--- config.mk ---
export PLATFORM = sky130hd
export DESIGN_NAME = spes_cell
export DESIGN_NICKNAME = d
export VERILOG_FILES = /design/src/sv/spes_pkg.sv /design/src/sv/spes_cell.sv
export SDC_FILE = /design/constraint.sdc
export NUM_CORES = 1
export LEC_CHECK = 0
export ABC_AREA = 1
export BUFFER_PORTS_ARGS = -buffer_cell sky130_fd_sc_hd__buf_2
export CAP_MARGIN = 10
export CORE_MARGIN = 2
export CORE_UTILIZATION = 40
export DETAILED_ROUTE_END_ITERATION = 10
export PLACE_DENSITY = 0.76
export SLEW_MARGIN = 10
export SYNTH_ARGS = -nofsm -noshare
export SYNTH_HDL_FRONTEND = slang
export SYNTH_SLANG_ARGS = --single-unit
--- constraint.sdc ---
create_clock -name clk -period 5.73 [get_ports clk]
set_clock_uncertainty 0.1 [all_clocks]
set_input_delay 0.2865 -clock clk [delete_from_list [all_inputs] [get_ports clk]]
set_output_delay 0.2865 -clock clk [all_outputs]
set_load 0.005 [all_outputs]
--- src/sv/spes_pkg.sv ---
`timescale 1ns / 1ps

package spes_pkg;

  // operation codes
  localparam logic [2:0] OP_PUSH   = 3'd0;
  localparam logic [2:0] OP_POP    = 3'd1;
  localparam logic [2:0] OP_INSERT = 3'd2;
  localparam logic [2:0] OP_DELETE = 3'd3;
  localparam logic [2:0] OP_SEARCH = 3'd4;

  // status codes
  localparam logic [1:0] STAT_DONE  = 2'd0;
  localparam logic [1:0] STAT_FULL  = 2'd1;
  localparam logic [1:0] STAT_EMPTY = 2'd2;

  // cell command modes
  localparam logic [1:0] CM_HOLD = 2'd0;
  localparam logic [1:0] CM_INS  = 2'd1;
  localparam logic [1:0] CM_DEL  = 2'd2;
  localparam logic [1:0] CM_SRCH = 2'd3;

  localparam int DEFAULT_DEPTH = 64;

  typedef struct packed {
    logic [2:0]         operation;
    logic signed [31:0] value;
    logic [6:0]         position;
    logic [6:0]         remove_count;
  } item_t;

  typedef struct packed {
    logic [1:0] status;
    logic       found;
    logic [6:0] fill_level;
  } result_t;

  // broadcast to every cell each cycle
  typedef struct packed {
    logic [1:0]  mode;
    logic [31:0] value;
  } cell_ctl_t;

endpackage

--- src/sv/spes_cell.sv ---
`timescale 1ns / 1ps

module spes_cell #(
  parameter int CW  = 7,
  parameter int IDX = 0
) (
  input  logic                  clk,
  input  spes_pkg::cell_ctl_t   ctl,
  input  logic [CW-1:0]         idx,
  input  logic [CW-1:0]         cnt,
  input  logic [31:0]           left_entry,
  input  logic [31:0]           right_entry,
  input  logic                  hit_in,
  output logic [31:0]           entry,
  output logic                  hit_out
);

  localparam logic [CW-1:0] MY_IDX = CW'(IDX);

  logic hit;
  logic match;

  assign match   = (MY_IDX < cnt) && (entry == ctl.value);
  assign hit_out = hit;

  always_ff @(posedge clk) begin
    case (ctl.mode)
      spes_pkg::CM_INS: begin
        if (MY_IDX == idx) begin
          entry <= ctl.value;
        end else if (MY_IDX > idx) begin
          entry <= left_entry;
        end
      end
      spes_pkg::CM_DEL: begin
        if (MY_IDX >= idx) begin
          entry <= right_entry;
        end
      end
      spes_pkg::CM_SRCH: begin
        // hit flag ripples one cell per cycle toward the top end
        hit <= hit_in | match;
      end
      default: begin
      end
    endcase
  end

endmodule

After elaboration in Yosys (flattened, before gate mapping)

Cells that the tools add are included.

Bits in writable memories: 0
Input bits: 114
Register bits: 33
Memories: 0
Bits in latches: 0
Memory bits (read-only): 0

Multipliers: 0
Divide/modulo/power cells: 0
Multiplexer cells: 4
Magnitude comparators: 3
Reductions and logical operators: 4
Equal/unequal tests: 6
Shift operators: 0
Bitwise gates (word level): 1
$add $sub $neg: 0

Operators by type and width:

| cell                                                                               | count |
|---|---|
| 32-bit 2-to-1 mux                                                                  | 3 |
| 32-bit case mux with 2 select lines                                                | 1 |
| 32-bit == test                                                                     | 1 |
| 1-bit by 7-bit greater-or-equal comparator with 1-bit output, first input constant | 1 |
| 1-bit by 7-bit > comparator with 1-bit output, first input constant                | 1 |
| 7-bit zero test                                                                    | 1 |
| 1-bit by 7-bit < comparator with 1-bit output, first input constant                | 1 |
| 2-bit == test, second input constant                                               | 2 |
| 3-bit inequality test, second input constant                                       | 1 |
| 3-bit AND reduction                                                                | 1 |
| 2-bit by 1-bit == test with 1-bit output, second input constant                    | 1 |
| 2-bit inequality test, second input constant                                       | 1 |
| 2-bit nonzero test                                                                 | 1 |
| 1-bit logical AND                                                                  | 1 |
| 1-bit bitwise OR                                                                   | 1 |

Depth between registers and ports, before layout

Word-level depth: 4
Depth in mapped cells: 9
Depth with buffers taken out: 9

Worst setup path before layout

OpenSTA, ideal clock, no wires.

Path type: input to register
Start point: input port idx[6]
End point: register entry[0], enable pin
Stages: 5
Arrival: 2.313 ns
Setup time: 0.422 ns
Path slack: 2.896 ns
Cells stage by stage: or2_1 nor3_2 clkbuf_2 nor2_1 nor2_1

Longest elaborated chain between the ends: 3
Elaborated cells between the ends (all ways): 6

Ends and longest elaborated chain:

| element                                                                         | line            | source |
|---|---|---|
| from (decl)                                                                     | spes_cell.sv:9  | `input logic [CW-1:0] idx,` |
| 1-bit by 7-bit > comparator with 1-bit output (tied with other cells)           | spes_cell.sv:31 | `end else if (MY_IDX > idx) begin` |
| 3-bit inequality test (no source line) or 2-bit inequality test (tied branches) | --              |  |
| 3-bit AND reduction (no source line) *                                          | --              |  |
| to (signal assigned)                                                            | spes_cell.sv:30 | `entry <= ctl.value;` |
| to (signal assigned)                                                            | spes_cell.sv:32 | `entry <= left_entry;` |
| to (signal assigned)                                                            | spes_cell.sv:37 | `entry <= right_entry;` |
| to (decl)                                                                       | spes_cell.sv:14 | `output logic [31:0] entry,` |

Every way passes the cells marked *; elsewhere a longest branch is shown, timed or not.
A chain may end at the register's enable or synchronous reset.

Worst setup path in the final report

Start point: input port idx[6]
End point: register entry[4], enable pin

Same word-level chain as after synthesis.

==> impl_metrics.toml <==
[outcome]
run_status = "finished, final reports clean"

[worst_setup_path]
ff2ff_setup_slack_ns = 4.32
cp.required_ns = 5.53
worst_r2r_start = "entry[5]$_DFFE_PP_"
arrival_ns = 2.11
crit_fanout = 65
ff2ff_path_depth = 6
end_kind = "register"
worst_r2r_endpoint = "hit_out$_DFFE_PN_"
type_of_the_worst_setup_path = "input pin to register"
critical_path_startpoint_category = "input pin"

[global_routing]
grt_peak_use_layer = "met2"
grt_overflow = 0
grt_pass1_wl_mm = 9.05
grt_pass1_vias = 2232
grt.met1_usage_pct = 19.7
grt_antenna_before_repair = 0
grt_util_all_layers_pct = 18.2
gr-usage-met2_pct = 33.9
grt_max_degree = 66
grt.met3_usage_pct = 4.61

[cells_and_area]
drive_gt1_share_pct = 33.7
final_core_utilization_pct = 56.7
final_cell_area_mm2 = 0.00318
final_nets = 582
area_delta_synth_final_pct = 35.2
antenna_cells = 0

[power]
vdd.ir_drop.worst_mv = 0.0909
lkg_pwr_nw = 1.58
power_density_mw_per_mm2 = 204
post-layout-total-power_mw = 0.649

[clock_tree]
numCtsBuffers = 5
clockBufferDepth = 2
ctsResizeCount = 0
cts_setup_buffers = 0
clock_tree.htree_level_count = 2
clock_latency_ns = 0.28
tritoncts = "done"
number_of_buffers_inserted_by_hold_repair_at_cts = 0
numClockSinks = 33
clkTransAtPathRegs_ns = 0.06
clk_root_buffer_cell = "clkbuf_8"

[synthesis]
synth-seq-cells = 33
synth-async-reset-ratio_pct = 0
synth_top_area_cell = "edfxtp_1"
ys_top_cells_by_area = "edfxtp_1 (42%), nand2_1 (18%), o21ai_0 (8.3%)"
top_reg_cell_synth = "edfxtp_1"
post_synth_num_cell_types = 19
syn_avg_cell_area_um2 = 7.23
dominant_cell_by_count_in_the_synthesized_netlist = "nand2_1"
syn_area_mm2 = 0.00235
synth-edff-count = 33
seq_area_frac_synth_pct = 42.2
netlist.area_leader.share_pct = 42.2
synth.top_cells.by_count = "nand2_1 (115), inv_1 (48), o21ai_0 (39)"
netlist_instances = 325
mappedNetlistNets = 442
yosys_warnings = 0

[timing]
setup_viol_count_final = 0
postLayoutSetupSlackWorst_ns = 3.42
clock.fmax_mhz = 433
hold_violations = 0
drv_slew = 0
rsz0062_at_grt = "false"
relSlewSlack_pct = 30.5
setup_total_negative_slack_ns = 0
tightest_slew_ns = 1.04
period_utilisation_layout_pct = 40.3
min_period_ns = 2.31

[floorplanning]
die_height_um = 80.7
floorplan.die_area_mm2 = 0.00651
die_wd_um = 80.7
floorplan.io_pins = 147
core-area_mm2 = 0.00561
start_util_pct = 41.9
row_count = 27

[placed_design]
place.detailed.hpwl_mm = 4.64
post-place-ws_ns = 3.10
globalplace.congestion = 0.735
io_buffer_count = 146
placement.cell_area_mm2 = 0.00310

[drt]
detail_route.first_pass.iterations = 4
remaining_drc_errors = 0
num_vias = 2436
wire_per_inst_um = 11.0
initialDrtViolationCount = 84
detail_route.vias_per_cell = 4.53
route.final.wire_length_mm = 5.90
ant_nets = 0

[hold_path]
holdPathStages = 3
hold_start = "hit_in"
hold_path.class = "input pin to register"
hold_end = "hit_out$_DFFE_PN_"

[flow_run]
drv.max_cap_violation_count = 0
-- placed cells by master (no fill, tap or decap) --
cell type	Yosys	routed
a21oi_1	1	1
buf_2	0	146
buf_4	0	1
clkbuf_8	0	5
clkinv_1	0	2
clkinv_2	0	1
edfxtp_1	33	33
ha_1	3	2
ha_2	0	1
inv_1	48	48
nand2_1	115	115
nand3_1	3	3
nand4_1	1	1
nor2_1	20	19
nor2_4	0	1
nor3_1	2	2
nor3_4	0	1
o21ai_0	39	39
o21ai_1	25	25
or2_1	1	1
or2_2	1	1
xnor2_1	14	14
xor2_1	4	4
-- worst max-delay path, cell delays in order --
cell and delay, ns:
buf_2 0.09, or2_1 0.25, nor3_4 0.16, buf_4 0.47, nor2_1 0.14, nor2_4 0.69
-- routing by layer --
metal,vias to the layer above,part of all wire [%]
li1,1301,-
met1,1028,42
met2,95,49
met3,12,7.4
met4,0,1.6
met5,-,0
-- cell type report --
type / count / area (um^2)
fillers: 570 / 2430
multi-input cells: 230 / 1100
flip-flops and latches: 33 / 991
repair buffers: 147 / 738
inverters: 48 / 180
well taps: 72 / 90.1
clock buffers: 5 / 68.8
clock inverters: 3 / 12.5
-- stage by stage --
step / std cells / hold slack [ns]
after floorplan: 325 / 0.354
after global placement: 530 / 0.442
after detailed placement: 530 / 0.449
after CTS: 538 / 0.155
after global routing: 538 / 0.173
final: 538 / 0.163
-- power breakdown --
part           internal (mW)  leakage [nW]  total, mW  switching [mW]
Clock                 0.0816        0.0430      0.161          0.0792
Sequential             0.304         0.308      0.325          0.0205
Combinational         0.0829          1.23      0.163          0.0803
-- worst max path at each step --
stage,startpoint,endpoint,slack (ns),cells past startpoint
after CTS,idx[6],entry[1]$_DFFE_PP_,3.39,6
after detailed placement,idx[6],entry[6]$_DFFE_PP_,3.10,6
after floorplan,idx[6],entry[0]$_DFFE_PP_,2.90,5
after global routing,idx[6],entry[9]$_DFFE_PP_,3.24,6
after global placement,idx[6],entry[11]$_DFFE_PP_,3.15,6
final,idx[6],entry[4]$_DFFE_PP_,3.42,6
-- cell families (layout without fill, tap and decap cells) --
logic type	Yosys count	in the layout	synth area share [%]
AO/OA/AOI/OAI	65	65	13.8
XOR/XNOR	18	18	6.71
adder cells (fa/ha/maj)	3	3	1.60
buffers and inverters	62	203	11.9
flip-flops	33	33	42.2
AND/OR/NAND/NOR	144	144	23.8
-- registers in the layout, summed over array words and instances (netlist names) --
register  count
hit_out       1
entry        32
No activity file was read; power rests on OpenSTA's default activity.
